==> src/sv/wsd_pkg.sv <==
// ----------------------------------------------------------------------------
// wsd_pkg
// Shared types and constants for the WebSocket frame deframer.
// ----------------------------------------------------------------------------
package wsd_pkg;

  // Opcodes with special handling
  localparam logic [3:0] OP_CLOSE = 4'h8;
  localparam logic [3:0] OP_PING  = 4'h9;

  // Short length codes in the second header byte
  localparam logic [6:0] LEN_CODE_EXT16 = 7'd126;
  localparam logic [6:0] LEN_CODE_EXT64 = 7'd127;

  // Extended length and mask key byte counts
  localparam logic [3:0] EXT16_BYTES = 4'd2;
  localparam logic [3:0] EXT64_BYTES = 4'd8;
  localparam logic [3:0] MASK_BYTES  = 4'd4;

  // Number of payload bytes a close frame may deliver
  localparam logic [31:0] CLOSE_BYTES = 32'd2;

  // Reset value of the data payload limit
  localparam logic [15:0] MAX_PAYLOAD_RST = 16'd1023;

  // Saturation value of the delivered count
  localparam logic [15:0] COUNT_MAX = 16'hFFFF;

  // Frame status codes
  localparam logic [1:0] ST_DATA_OK   = 2'd0;
  localparam logic [1:0] ST_PING_ECHO = 2'd1;
  localparam logic [1:0] ST_CLOSE     = 2'd2;
  localparam logic [1:0] ST_TRUNC     = 2'd3;

  // Parser phases
  typedef enum logic [2:0] {
    PH_HDR0    = 3'd0,
    PH_HDR1    = 3'd1,
    PH_EXT16   = 3'd2,
    PH_EXT64   = 3'd3,
    PH_MASK    = 3'd4,
    PH_PAYLOAD = 3'd5
  } phase_t;

  // Input transaction
  typedef struct packed {
    logic [7:0] rx_byte;
    logic       last_byte;
  } in_item_t;

  // Result transaction
  typedef struct packed {
    logic [7:0]  payload_byte;
    logic        payload_valid;
    logic [3:0]  frame_opcode;
    logic        frame_end;
    logic [1:0]  status;
    logic [15:0] copied_count;
  } out_item_t;

endpackage

==> src/sv/wsd_in_reg.sv <==
// ----------------------------------------------------------------------------
// wsd_in_reg
// Input register stage: captures one byte transaction per cycle while in_ready is high.
// ----------------------------------------------------------------------------
module wsd_in_reg
  import wsd_pkg::*;
(
  input  logic     clk,
  input  logic     rst_n,
  input  logic     in_valid,
  output logic     in_ready,
  input  in_item_t in_data,
  output logic     s_valid,
  input  logic     s_take,
  output in_item_t s_data
);

  logic     valid_r;
  in_item_t data_r;

  // Refill whenever empty or the held item moves on this cycle
  assign in_ready = !valid_r || s_take;
  assign s_valid  = valid_r;
  assign s_data   = data_r;

  // Valid flag
  always_ff @(posedge clk) begin
    if (!rst_n) begin
      valid_r <= 1'b0;
    end else if (in_ready) begin
      valid_r <= in_valid;
    end
  end

  // Payload, no reset
  always_ff @(posedge clk) begin
    if (in_ready && in_valid) begin
      data_r <= in_data;
    end
  end

endmodule

==> src/sv/wsd_parser.sv <==
// ----------------------------------------------------------------------------
// wsd_parser
// Frame header parser and payload unmasking; holds per-frame state and the
// payload limit register. State advances on each consumed byte.
// ----------------------------------------------------------------------------
module wsd_parser
  import wsd_pkg::*;
(
  input  logic        clk,
  input  logic        rst_n,
  input  logic        cfg_wr_en,
  input  logic [15:0] cfg_wr_data,
  input  logic        step,
  input  in_item_t    item,
  output out_item_t   result
);

  phase_t      phase_r,   phase_nxt;
  logic [3:0]  hidx_r,    hidx_nxt;
  logic [3:0]  opcode_r,  opcode_nxt;
  logic        mask_r,    mask_nxt;
  logic [31:0] len_r,     len_nxt;
  logic [31:0] key_r,     key_nxt;
  logic [31:0] pos_r,     pos_nxt;
  logic [15:0] dcnt_r,    dcnt_nxt;
  logic [15:0] max_pay_r;

  phase_t      phase_adv;
  logic        in_payload;
  logic        take;
  logic [7:0]  pb;
  logic [7:0]  key_byte;
  logic [3:0]  hidx_inc;
  logic [3:0]  ext_need;
  logic [1:0]  status;

  // Payload limit register
  always_ff @(posedge clk) begin
    if (!rst_n) begin
      max_pay_r <= MAX_PAYLOAD_RST;
    end else if (cfg_wr_en) begin
      max_pay_r <= cfg_wr_data;
    end
  end

  // Mask key byte for this payload position
  always_comb begin
    case (pos_r[1:0])
      2'd0:    key_byte = key_r[31:24];
      2'd1:    key_byte = key_r[23:16];
      2'd2:    key_byte = key_r[15:8];
      default: key_byte = key_r[7:0];
    endcase
  end

  // Payload byte selection
  assign in_payload = (phase_r == PH_PAYLOAD) && (pos_r < len_r);

  always_comb begin
    take = 1'b0;
    pb   = 8'h00;
    if (in_payload) begin
      if (opcode_r == OP_PING) begin
        take = 1'b1;
        pb   = item.rx_byte;
      end else if (opcode_r == OP_CLOSE) begin
        if (pos_r < CLOSE_BYTES) begin
          take = 1'b1;
          pb   = item.rx_byte;
        end
      end else if (dcnt_r < max_pay_r) begin
        take = 1'b1;
        pb   = mask_r ? (item.rx_byte ^ key_byte) : item.rx_byte;
      end
    end
  end

  assign hidx_inc = hidx_r + 4'd1;
  assign ext_need = (phase_r == PH_EXT16) ? EXT16_BYTES : EXT64_BYTES;

  // Next state
  always_comb begin
    phase_adv  = phase_r;
    hidx_nxt   = hidx_r;
    opcode_nxt = opcode_r;
    mask_nxt   = mask_r;
    len_nxt    = len_r;
    key_nxt    = key_r;
    pos_nxt    = pos_r;
    dcnt_nxt   = dcnt_r;
    case (phase_r)
      PH_HDR0: begin
        opcode_nxt = item.rx_byte[3:0];
        mask_nxt   = 1'b0;
        len_nxt    = '0;
        key_nxt    = '0;
        pos_nxt    = '0;
        dcnt_nxt   = '0;
        hidx_nxt   = '0;
        phase_adv  = PH_HDR1;
      end
      PH_HDR1: begin
        mask_nxt = item.rx_byte[7];
        hidx_nxt = '0;
        len_nxt  = '0;
        if (item.rx_byte[6:0] == LEN_CODE_EXT16) begin
          phase_adv = PH_EXT16;
        end else if (item.rx_byte[6:0] == LEN_CODE_EXT64) begin
          phase_adv = PH_EXT64;
        end else begin
          len_nxt   = {25'd0, item.rx_byte[6:0]};
          phase_adv = item.rx_byte[7] ? PH_MASK : PH_PAYLOAD;
        end
      end
      PH_EXT16, PH_EXT64: begin
        // Only the low 32 bits of a 64-bit length survive the shift
        len_nxt  = {len_r[23:0], item.rx_byte};
        hidx_nxt = hidx_inc;
        if (hidx_inc >= ext_need) begin
          hidx_nxt  = '0;
          phase_adv = mask_r ? PH_MASK : PH_PAYLOAD;
        end
      end
      PH_MASK: begin
        key_nxt  = {key_r[23:0], item.rx_byte};
        hidx_nxt = hidx_inc;
        if (hidx_inc >= MASK_BYTES) begin
          hidx_nxt  = '0;
          phase_adv = PH_PAYLOAD;
        end
      end
      PH_PAYLOAD: begin
        if (in_payload) begin
          pos_nxt = pos_r + 32'd1;
          if (take && (dcnt_r != COUNT_MAX)) begin
            dcnt_nxt = dcnt_r + 16'd1;
          end
        end
      end
      default: begin
        phase_adv = PH_HDR0;
        hidx_nxt  = '0;
      end
    endcase
    // Last byte closes the frame
    phase_nxt = phase_adv;
    if (item.last_byte) begin
      phase_nxt = PH_HDR0;
      hidx_nxt  = '0;
    end
  end

  // Frame status on the last byte
  always_comb begin
    status = ST_DATA_OK;
    if (item.last_byte) begin
      if (phase_adv != PH_PAYLOAD) begin
        status = ST_TRUNC;
      end else if (opcode_nxt == OP_PING) begin
        status = ST_PING_ECHO;
      end else if (opcode_nxt == OP_CLOSE) begin
        status = ST_CLOSE;
      end else begin
        status = ST_DATA_OK;
      end
    end
  end

  // Result assembly
  assign result.payload_byte  = pb;
  assign result.payload_valid = take;
  assign result.frame_opcode  = opcode_nxt;
  assign result.frame_end     = item.last_byte;
  assign result.status        = status;
  assign result.copied_count  = dcnt_nxt;

  // Control state
  always_ff @(posedge clk) begin
    if (!rst_n) begin
      phase_r  <= PH_HDR0;
      hidx_r   <= '0;
      opcode_r <= '0;
      mask_r   <= 1'b0;
      len_r    <= '0;
      key_r    <= '0;
      pos_r    <= '0;
      dcnt_r   <= '0;
    end else if (step) begin
      phase_r  <= phase_nxt;
      hidx_r   <= hidx_nxt;
      opcode_r <= opcode_nxt;
      mask_r   <= mask_nxt;
      len_r    <= len_nxt;
      key_r    <= key_nxt;
      pos_r    <= pos_nxt;
      dcnt_r   <= dcnt_nxt;
    end
  end

endmodule

==> src/sv/wsd_out_reg.sv <==
// ----------------------------------------------------------------------------
// wsd_out_reg
// Result register stage: holds one result transaction until taken.
// ----------------------------------------------------------------------------
module wsd_out_reg
  import wsd_pkg::*;
(
  input  logic      clk,
  input  logic      rst_n,
  input  logic      r_valid,
  output logic      r_ready,
  input  out_item_t r_data,
  output logic      out_valid,
  input  logic      out_ready,
  output out_item_t out_data
);

  logic      valid_r;
  out_item_t data_r;

  // Accept a new result when empty or the held one leaves this cycle
  assign r_ready   = !valid_r || out_ready;
  assign out_valid = valid_r;
  assign out_data  = data_r;

  // Valid flag
  always_ff @(posedge clk) begin
    if (!rst_n) begin
      valid_r <= 1'b0;
    end else if (r_ready) begin
      valid_r <= r_valid;
    end
  end

  // Payload, no reset
  always_ff @(posedge clk) begin
    if (r_ready && r_valid) begin
      data_r <= r_data;
    end
  end

endmodule

==> src/sv/websocket_frame_deframer.sv <==
// ----------------------------------------------------------------------------
// websocket_frame_deframer
// Receive-side WebSocket frame parser: one byte in, one result out.
// ----------------------------------------------------------------------------
//  channel | ports                              | direction
//  --------+------------------------------------+----------
//  input   | in_valid / in_ready / in_data      | in
//  result  | out_valid / out_ready / out_data   | out
//  config  | cfg_wr_en / cfg_wr_data            | in
//
//  One byte accepted per cycle while in_ready is high, one result per byte;
//  bytes pass the input register, then parser logic into the result register.
//  The parser updates its state once per accepted byte.
//  rst_n is synchronous, active low; max_payload resets to 1023.
//  A stalled result holds in the result register and backpressure reaches
//  in_ready in the same cycle.
// ----------------------------------------------------------------------------
module websocket_frame_deframer
  import wsd_pkg::*;
(
  input  logic        clk,
  input  logic        rst_n,
  input  logic        in_valid,
  output logic        in_ready,
  input  in_item_t    in_data,
  output logic        out_valid,
  input  logic        out_ready,
  output out_item_t   out_data,
  input  logic        cfg_wr_en,
  input  logic [15:0] cfg_wr_data
);

  logic      s_valid;
  logic      s_take;
  in_item_t  s_data;
  out_item_t p_result;
  logic      r_ready;

  // Byte moves from the input register into the result register
  assign s_take = s_valid && r_ready;

  wsd_in_reg u_in_reg (
    .clk      (clk),
    .rst_n    (rst_n),
    .in_valid (in_valid),
    .in_ready (in_ready),
    .in_data  (in_data),
    .s_valid  (s_valid),
    .s_take   (s_take),
    .s_data   (s_data)
  );

  wsd_parser u_parser (
    .clk         (clk),
    .rst_n       (rst_n),
    .cfg_wr_en   (cfg_wr_en),
    .cfg_wr_data (cfg_wr_data),
    .step        (s_take),
    .item        (s_data),
    .result      (p_result)
  );

  wsd_out_reg u_out_reg (
    .clk       (clk),
    .rst_n     (rst_n),
    .r_valid   (s_valid),
    .r_ready   (r_ready),
    .r_data    (p_result),
    .out_valid (out_valid),
    .out_ready (out_ready),
    .out_data  (out_data)
  );

endmodule

==> config.mk <==
export PLATFORM = sky130hd
export DESIGN_NAME = websocket_frame_deframer
export DESIGN_NICKNAME = d
export VERILOG_FILES = /design/src/sv/wsd_pkg.sv /design/src/sv/wsd_in_reg.sv /design/src/sv/wsd_parser.sv /design/src/sv/wsd_out_reg.sv /design/src/sv/websocket_frame_deframer.sv
export SDC_FILE = /design/constraint.sdc
export NUM_CORES = 1
export LEC_CHECK = 0
export BUFFER_PORTS_ARGS = -buffer_cell sky130_fd_sc_hd__buf_2
export CAP_MARGIN = 20
export CORE_MARGIN = 2
export CORE_UTILIZATION = 60
export CTS_CLUSTER_DIAMETER = 150
export DETAILED_ROUTE_END_ITERATION = 7
export PLACE_DENSITY_LB_ADDON = 0.15
export RECOVER_POWER = 100
export SETUP_SLACK_MARGIN = 0.5
export SLEW_MARGIN = 20
export SYNTH_ARGS = -nofsm -noshare
export SYNTH_HDL_FRONTEND = slang
export SYNTH_SLANG_ARGS = --single-unit
==> constraint.sdc <==
create_clock -name clk -period 6.6 [get_ports clk]
set_input_delay 0.33 -clock clk [delete_from_list [all_inputs] [get_ports clk]]
set_output_delay 0.33 -clock clk [all_outputs]
set_load 0.01 [all_outputs]
==> impl_results.rst, run 1 <==
.. list-table::
   :header-rows: 1

   * - Metric
     - Value
   * - DRC violations left
     - 0
   * - Mean number of vias per cell
     - 6.18
   * - Total of endpoints with negative setup slack in the final report
     - 0
   * - Number of port buffers
     - 63
   * - Least-Margin Pin Slew
     - 3.80 ns
   * - Initial standard-cell utilization of the core
     - 61.6%
   * - Count of H-tree levels built during CTS
     - 4
   * - Hold buffer count at CTS
     - 0
   * - Max cap viols
     - 6
   * - Max clock buf depth
     - 2
   * - Via count of the first global-routing pass
     - 8034
   * - Type of element capturing the critical path
     - register
   * - #FFs+latches synth
     - 183
   * - Starting DRT DRC Count
     - 864
   * - Maximum number of pins on one net before global-route repair
     - 86
   * - Syn_nets
     - 1258
   * - Data arrival time of the worst path
     - 4.86 ns
   * - Per-instance average area after synthesis
     - 8.40 um^2
   * - Placeable core area
     - 16000 um^2
   * - I/O Pins
     - 64
   * - Combined area of all synthesized cells
     - 9860 um^2
   * - Count of antenna diodes in the layout
     - 0
   * - Final-report max-slew violation count
     - 297
   * - Category of the worst setup path launch point
     - input pin
   * - Global-route total usage across every layer
     - 27.7%
   * - Distinct cells, synth
     - 61
   * - Register clock-pin slew on the reported worst setup and hold paths
     - 0.07 ns
   * - Hold WC Path Type
     - input pin to register
   * - Power per Cell Area
     - 227 nW/um^2
   * - Max Fclk
     - 222 MHz
   * - Inserted Clock Buffers
     - 17
   * - Hold endpoint
     - u_in_reg.s_data[0]$_DFFE_PP_
   * - Number of cells in the design after placement
     - 1382
   * - Number of synthesized flops with an enable pin
     - 41
   * - Peak supply drop
     - 0.000190 V
   * - HPWL after DPL
     - 15.6 mm
   * - Instance count of the mapped netlist
     - 1174
   * - Total via count after detailed routing
     - 8732
   * - GP Congestion
     - 0.856
   * - Die Span Y
     - 132 um
   * - Total wire length
     - 24.0 mm
   * - Min cycle time layout
     - 4.50 ns
   * - Share of cells above drive strength 1
     - 6.76%
   * - Area of the die
     - 17500 um^2
   * - Post-CTS sizing
     - 0
   * - Synth async-reset ratio
     - 0%
   * - Worst-path fanout max
     - 85
   * - Clock tree from TritonCTS
     - built
   * - Worst r2r src
     - u_parser.phase_r[2]$_SDFFE_PN0P_
   * - Final period util
     - 68.2%
   * - Worst hold margin
     - 0.0686 ns
   * - Global route overflow
     - 0
   * - Post-detailed-route wirelength per cell
     - 17.0 um
   * - Capture instance of the worst register-to-register path
     - u_parser.pos_r[22]$_SDFFE_PN0P_
   * - Critical hold path startpoint
     - in_data[0]
   * - Worst-case reg-to-reg path depth
     - 7
   * - Min-Delay Path Depth
     - 1
   * - Pre-antenna DRT Iters
     - 5
   * - Synthesized-area fraction occupied by ao, oa, aoi and oai cells
     - 16.5%
   * - Post-layout net count
     - 1269
   * - Later-pin clock latency in the skew report
     - 0.43 ns
   * - Total number of clock tree sinks
     - 183
   * - Core Rows
     - 46
   * - Setup tns final
     - 0 ns
   * - CTS Root Cell
     - clkbuf_16
   * - Number of nets still failing antenna checks after routing
     - 0
   * - Pleak
     - 0.00383 uW
   * - Final Skew
     - 0.00910 ns
   * - Worst slew margin relative to its limit
     - -154%
   * - Largest family of logic cells by synthesized area
     - simple AND/OR/NAND/NOR gates
   * - Synth warn
     - 0
   * - Slack of the worst reg-to-reg path
     - 2.27 ns
   * - Data required time at the worst endpoint
     - 6.96 ns
   * - Die Width
     - 132 um
   * - Post-CTS setup buffer count
     - 0
   * - Antenna violations before repair
     - 0
   * - Global-route wire length before repair
     - 39.7 mm
   * - Final cell count without fillers
     - 1414
   * - Main flop type after synthesis
     - dfxtp_1
   * - Violated checks
     - capacitance limit, slew limit
   * - Setup repair after global routing missed its margin
     - no
   * - Area growth from synthesis to layout
     - 9.62%
   * - Share of synthesized cell area in full adder, half adder and majority cells
     - 6.85%
   * - Run status
     - finished with violations
   * - Final Hold Viols
     - 0
   * - Post-synthesis share of cell area spent on and, or, nand and nor gates
     - 24.2%
   * - Xor/xnor share of the synthesized area
     - 0.178%
   * - Share of synthesized area occupied by flip-flops and latches
     - 41.3%
   * - Portion of netlist area occupied by mux cells
     - 5.28%
   * - Class of the most critical setup path
     - input pin to register
==> worst max-delay path, cell delays in order <==
cell      delay (ns)
clkbuf_1        1.26
inv_2           0.42
clkbuf_1        1.45
a21oi_4         0.52
buf_4           0.55
nand2b_1        0.12
mux2i_1         0.17
==> per-layer routing <==
metal	GRT usage, %	vias to the layer above	share of wire [%]	wire length [um]
met5	0	-	0	0
met2	43.8	344	46	11100
met4	10.4	0	2.3	554
met1	38.3	4098	45	10700
li1	-	4248	-	-
met3	4.54	42	6.6	1580
==> stage by stage <==
| stage | util, % | worst slack, ns | power [uW] | instance area (um^2) |
|---|---|---|---|---|
| after floorplan | - | 3.87 | 1310 | 9860 |
| after global placement | 63.9 | 3.17 | 1360 | 10200 |
| after detailed placement | 63.9 | 3.08 | 1360 | 10200 |
| after CTS | 67.9 | 3.07 | 2470 | 10900 |
| after global routing | 67.6 | 1.70 | 2530 | 10800 |
| final | 67.6 | 2.10 | 2450 | 10800 |
==> report_power, final <==
group | switching [uW] | internal, uW | leakage [uW]
sequential | 17.7 | 1170 | 0.00153
combinational | 109 | 42.3 | 0.00199
clock | 472 | 645 | 0.000312
total | 599 | 1850 | 0.00383
==> cells in the mapped netlist (7+ instances only) <==
| library cell | number | area share [%] |
|---|---|---|
| inv_1 | 60 | 2.3 |
| edfxtp_1 | 41 | 12 |
| a211oi_1 | 7 | 0.53 |
| or3_1 | 9 | 0.57 |
| a21o_1 | 7 | 0.53 |
| nand3_1 | 94 | 4.8 |
| nor3_1 | 19 | 0.96 |
| dfxtp_1 | 142 | 29 |
| o21ai_0 | 32 | 1.6 |
| and2_1 | 14 | 0.89 |
| o211ai_1 | 25 | 1.9 |
| ha_1 | 54 | 6.9 |
| nor4_1 | 8 | 0.51 |
| or4_1 | 13 | 0.99 |
| nand4_1 | 30 | 1.9 |
| a21oi_1 | 119 | 6.0 |
| nor2_1 | 53 | 2.0 |
| clkbuf_1 | 67 | 2.6 |
| a22oi_1 | 7 | 0.53 |
| nand2_1 | 173 | 6.6 |
| mux2i_1 | 52 | 5.3 |
| nand2b_1 | 37 | 2.3 |
| and3_1 | 8 | 0.51 |
| nand3b_1 | 8 | 0.61 |
| a222oi_1 | 8 | 0.81 |
==> layout make-up <==
class / instances / area (um^2)
multi-input combinational: 849 / 5260
sequential: 183 / 4070
clock inverter: 15 / 214
clock buffer: 17 / 425
timing repair buffer: 72 / 332
inverter: 62 / 233
fill: 1369 / 5190
tap: 216 / 270
==> worst max path at each step <==
stage | end | from | slack (ns) | cells past startpoint
after global placement | u_parser.pos_r[22]$_SDFFE_PN0P_ | u_parser.pos_r[19]$_SDFFE_PN0P_ | 3.17 | 9
after global routing | u_parser.pos_r[9]$_SDFFE_PN0P_ | rst_n | 1.70 | 7
after floorplan | u_out_reg.out_data[3]$_DFFE_PP_ | u_parser.pos_r[19]$_SDFFE_PN0P_ | 3.87 | 10
after detailed placement | u_parser.pos_r[22]$_SDFFE_PN0P_ | u_parser.pos_r[19]$_SDFFE_PN0P_ | 3.08 | 9
final | u_parser.pos_r[12]$_SDFFE_PN0P_ | rst_n | 2.10 | 7
after CTS | u_parser.pos_r[22]$_SDFFE_PN0P_ | u_parser.pos_r[19]$_SDFFE_PN0P_ | 3.07 | 9
==> registers in the layout (all words and copies together) (netlist names), 9 cells and up <==
| register | cells |
|---|---|
| u_out_reg.out_data | 32 |
| u_parser.key_r | 32 |
| u_parser.len_r | 32 |
| u_parser.pos_r | 32 |
| u_parser.dcnt_r | 16 |
| u_parser.max_pay_r | 16 |
| u_in_reg.s_data | 9 |
==> cell families (layout without fill, tap and decap cells) <==
family | after synthesis | after routing
AND/OR/NAND/NOR | 485 | 485
AO/OA/AOI/OAI | 256 | 256
flip-flops | 183 | 183
buffers and inverters | 142 | 166
adder cells (fa/ha/maj) | 54 | 54
multiplexers | 52 | 52
XOR/XNOR | 2 | 2
==> layout by cell type (no fill, tap or decap), types with 4 or more instances in the layout <==
| master | n |
|---|---|
| nand2b_1 | 36 |
| o211ai_1 | 25 |
| o21ai_0 | 32 |
| clkbuf_1 | 37 |
| a211oi_1 | 7 |
| buf_2 | 28 |
| a31oi_1 | 5 |
| nor2_1 | 53 |
| edfxtp_1 | 41 |
| dfxtp_1 | 142 |
| ha_1 | 54 |
| inv_1 | 61 |
| mux2i_1 | 52 |
| o21a_1 | 4 |
| a21o_1 | 7 |
| or3_1 | 9 |
| clkbuf_16 | 17 |
| bufinv_16 | 4 |
| buf_4 | 7 |
| nand2_1 | 173 |
| o2111ai_1 | 6 |
| a21oi_1 | 118 |
| nor3_1 | 18 |
| nand3b_1 | 8 |
| a22oi_1 | 7 |
| a222oi_1 | 8 |
| o31ai_1 | 6 |
| nand3_1 | 94 |
| and4_1 | 6 |
| or4_1 | 13 |
| nor4_1 | 8 |
| nand4_1 | 30 |
| inv_6 | 6 |
| and2_1 | 12 |
| and3_1 | 8 |
(Power assumes the default switching activity.)
==> inputs of run 2 (changes only) <==
==> constraint.sdc (replaced) <==
create_clock -name clk -period 4.4 [get_ports clk]
set_input_delay 0.22 -clock clk [delete_from_list [all_inputs] [get_ports clk]]
set_output_delay 0.22 -clock clk [all_outputs]
set_load 0.01 [all_outputs]
==> run 2 against run 1 <==
Against the previous run: hold slack worse by 0.039 ns; combinational power rose by 61%; clock power is 23% higher; flip-flop and latch count is the same; final cell count grew 1.6%; critical endpoint is now u_parser.pos_r[7]$_SDFFE_PN0P_; sequential share of layout area shrank 0.29 points; wire length fell by 0.14%; the flow still finishes with violations (capacitance limit, slew limit); sequential power increased by 51%; clock skew is 0.0021 ns lower; non-clock buffer count up 22.
==> impl_results.rst, run 2 (synthesis results as in run 1) <==
.. list-table::
   :header-rows: 1

   * - Metric
     - Value
   * - Total number of clock tree sinks
     - 183 (unchanged)
   * - Critical path origin
     - u_parser.pos_r[19]$_SDFFE_PN0P_
   * - Worst slack, placed
     - 0.968 ns (-2.11 ns)
   * - Area of the multi-input gates
     - 5250 um^2 (-0.26%)
   * - Violated checks
     - capacitance limit, slew limit
   * - Critical Path, Cell by Cell
     - ha_1, a21oi_1, o21ai_0, or4_1, a41oi_1, o2111ai_4, buf_4, a2111oi_0, mux2i_1
   * - Final Skew
     - 0.00697 ns (-0.00213 ns)
   * - Final period util
     - 87.5%
   * - Number of port buffers
     - 63 (unchanged)
   * - Pleak
     - 0.00386 uW (+0.76%)
   * - Cell with the largest stage delay on the worst path
     - a2111oi_0
   * - Number of nets still failing antenna checks after routing
     - 0 (unchanged)
   * - Final Hold Viols
     - 0 (unchanged)
   * - Total via count after detailed routing
     - 8703 (-0.33%)
   * - Initial standard-cell utilization of the core
     - 61.6% (unchanged)
   * - Worst r2r src
     - u_parser.pos_r[19]$_SDFFE_PN0P_
   * - Most common library cell in the layout ignoring fill and taps
     - nand2_1
   * - GP Congestion
     - 0.890 (+3.9%)
   * - Starting DRT DRC Count
     - 747 (-14%)
   * - Clock tree from TritonCTS
     - built
   * - Number of cells in the design after placement
     - 1385 (+0.22%)
   * - Share of cells above drive strength 1
     - 6.31% (-0.45 points)
   * - Final cell count without fillers
     - 1436 (+1.6%)
   * - Worst-path fanout max
     - 39 (-54%)
   * - Post-detailed-route wirelength per cell
     - 16.7 um (-1.7%)
   * - Pre-antenna DRT Iters
     - 5 (unchanged)
   * - Core Rows
     - 46 (unchanged)
   * - Setup tns final
     - 0 ns (unchanged)
   * - Global route overflow
     - 0 (unchanged)
   * - Area growth from synthesis to layout
     - 10.5%
   * - Max Fclk
     - 260 MHz
   * - Die Width
     - 132 um (unchanged)
   * - Area of the die
     - 17500 um^2 (unchanged)
   * - Later-pin clock latency in the skew report
     - 0.43 ns (about the same)
   * - Count of antenna diodes in the layout
     - 0 (unchanged)
   * - Setup repair after global routing missed its margin
     - no
   * - Register clock-pin slew on the reported worst setup and hold paths
     - 0.06 ns (about the same)
   * - Final-report max-slew violation count
     - 41 (-86%)
   * - Type of element capturing the critical path
     - register
   * - Peak supply drop
     - 0.000291 V (+53%)
   * - Run status
     - finished with violations
   * - Number of fill cells in the layout
     - 1388 (+1.4%)
   * - Data required time at the worst endpoint
     - 4.76 ns (-2.20 ns)
   * - Data arrival time of the worst path
     - 4.21 ns (-0.65 ns)
   * - HPWL after DPL
     - 15.7 mm (+0.26%)
   * - Category of the worst setup path launch point
     - register
   * - Sequential cell area
     - 4070 um^2 (unchanged)
   * - Max cap viols
     - 2 (-4)
   * - Global-route wire length before repair
     - 39.8 mm (+0.17%)
   * - Die Span Y
     - 132 um (unchanged)
   * - Inserted Clock Buffers
     - 17 (unchanged)
   * - Total of endpoints with negative setup slack in the final report
     - 0 (unchanged)
   * - Global-route total usage across every layer
     - 27.7% (+0.068 points)
   * - Mean number of vias per cell
     - 6.06 (-1.9%)
   * - Count of H-tree levels built during CTS
     - 4 (unchanged)
   * - Sum of internal, switching and leakage power
     - 3400 uW (+38%)
   * - Most frequent cells in the layout
     - nand2_1, dfxtp_1, a21oi_1, nand3_1, inv_1
   * - Min cycle time layout
     - 3.85 ns
   * - DRC violations left
     - 0 (unchanged)
   * - Slowest cell delay on critical path
     - 0.56 ns (-0.89 ns)
   * - Worst slew margin relative to its limit
     - -10.6% (+140 points)
   * - Post-layout net count
     - 1291 (+1.7%)
   * - Power per Cell Area
     - 312 nW/um^2 (+37%)
   * - Hold WC Path Type
     - input pin to register
   * - I/O Pins
     - 64 (unchanged)
   * - Via count of the first global-routing pass
     - 8077 (+0.54%)
   * - CTS Root Cell
     - clkbuf_16
   * - Number of buffers and inverters on the critical path
     - 1 (-3)
   * - Class of the most critical setup path
     - register to register
   * - Total wire length
     - 24.0 mm (-0.14%)
   * - Critical hold path startpoint
     - cfg_wr_data[14]
   * - Max clock buf depth
     - 2 (unchanged)
   * - Placeable core area
     - 16000 um^2 (unchanged)
   * - Maximum number of pins on one net before global-route repair
     - 70 (-19%)
   * - Least-Margin Pin Slew
     - 1.66 ns (-2.15 ns)
   * - Fin worst setup slack
     - 0.551 ns (-1.54 ns)
   * - Crit-path leading delay family
     - compound AO/OA/AOI/OAI gates
   * - Antenna violations before repair
     - 0 (unchanged)
-- run 2: cell count changes in the layout (fill, tap and decap cells not counted), moves of 3 or more --
cell,before,now
buf_4,7,10
bufinv_16,4,0
dlygate4sd3_1,0,19
inv_6,6,0
inv_4,0,3
clkbuf_1,37,42
-- run 2: worst register-to-register path, stage by stage (launching register included) --
cell and delay (ns):
dfxtp_1 0.47, ha_1 0.31, a21oi_1 0.14, o21ai_0 0.13
or4_1 0.54, a41oi_1 0.45, o2111ai_4 0.48, buf_4 0.44
a2111oi_0 0.57, mux2i_1 0.25
-- run 2: layout make-up --
type                            instances  area share (%)
Clock buffer                           25            4.36
Clock inverter                          7           0.425
Inverter                               62            2.14
Multi-Input combinational cell        849            48.2
Sequential cell                       183            37.4
Tap cell                              216            2.48
Timing Repair Buffer                   94            5.01
-- run 2: what timing repair did --
item                                   CTS  global route
endpoints found under the hold margin   19             0
gates resized for setup                  0             0
hold buffers                            19             0
setup buffers                            0             0
-- run 2: per-stage QoR --
stage          hold slack, ns  cell area [um^2]  util (%)
6_report               0.0295             10900      68.1
5_1_grt                0.0225             10900      68.1
4_1_cts               0.00448             11000      68.5
3_5_place_dp            0.398             10300      64.1
3_3_place_gp            0.397             10300      64.1
2_1_floorplan           0.319              9860         -
-- run 2: path summary, 6_finish.rpt --
path / slack [ns] / end / cells after the start
worst max-delay path: 0.55 / u_parser.pos_r[7]$_SDFFE_PN0P_ / 9
worst min-delay path: 0.03 / u_parser.max_pay_r[14]$_SDFFE_PN0P_ / 3
worst max register to register: 0.55 / u_parser.pos_r[7]$_SDFFE_PN0P_ / 9
worst min register to register: 0.45 / u_parser.len_r[28]$_SDFFE_PN0P_ / 2
-- run 2: metal layers --
metal  GRT usage (%)  part of all wire (%)  wire, um  vias to the layer above
li1                -                     -         -                     4297
met1            38.0                    45     10900                     4093
met2            44.3                    47     11300                      260
met3            4.69                   5.0      1200                       53
met4            10.3                   2.4       577                        0
met5               0                     0         0                        -
-- run 2: power breakdown --
group / switching [uW] / internal [uW] / total (uW)
Clock: 627 / 752 / 1380
Combinational: 169 / 74.3 / 243
Sequential: 24.4 / 1750 / 1780
Total: 821 / 2580 / 3400
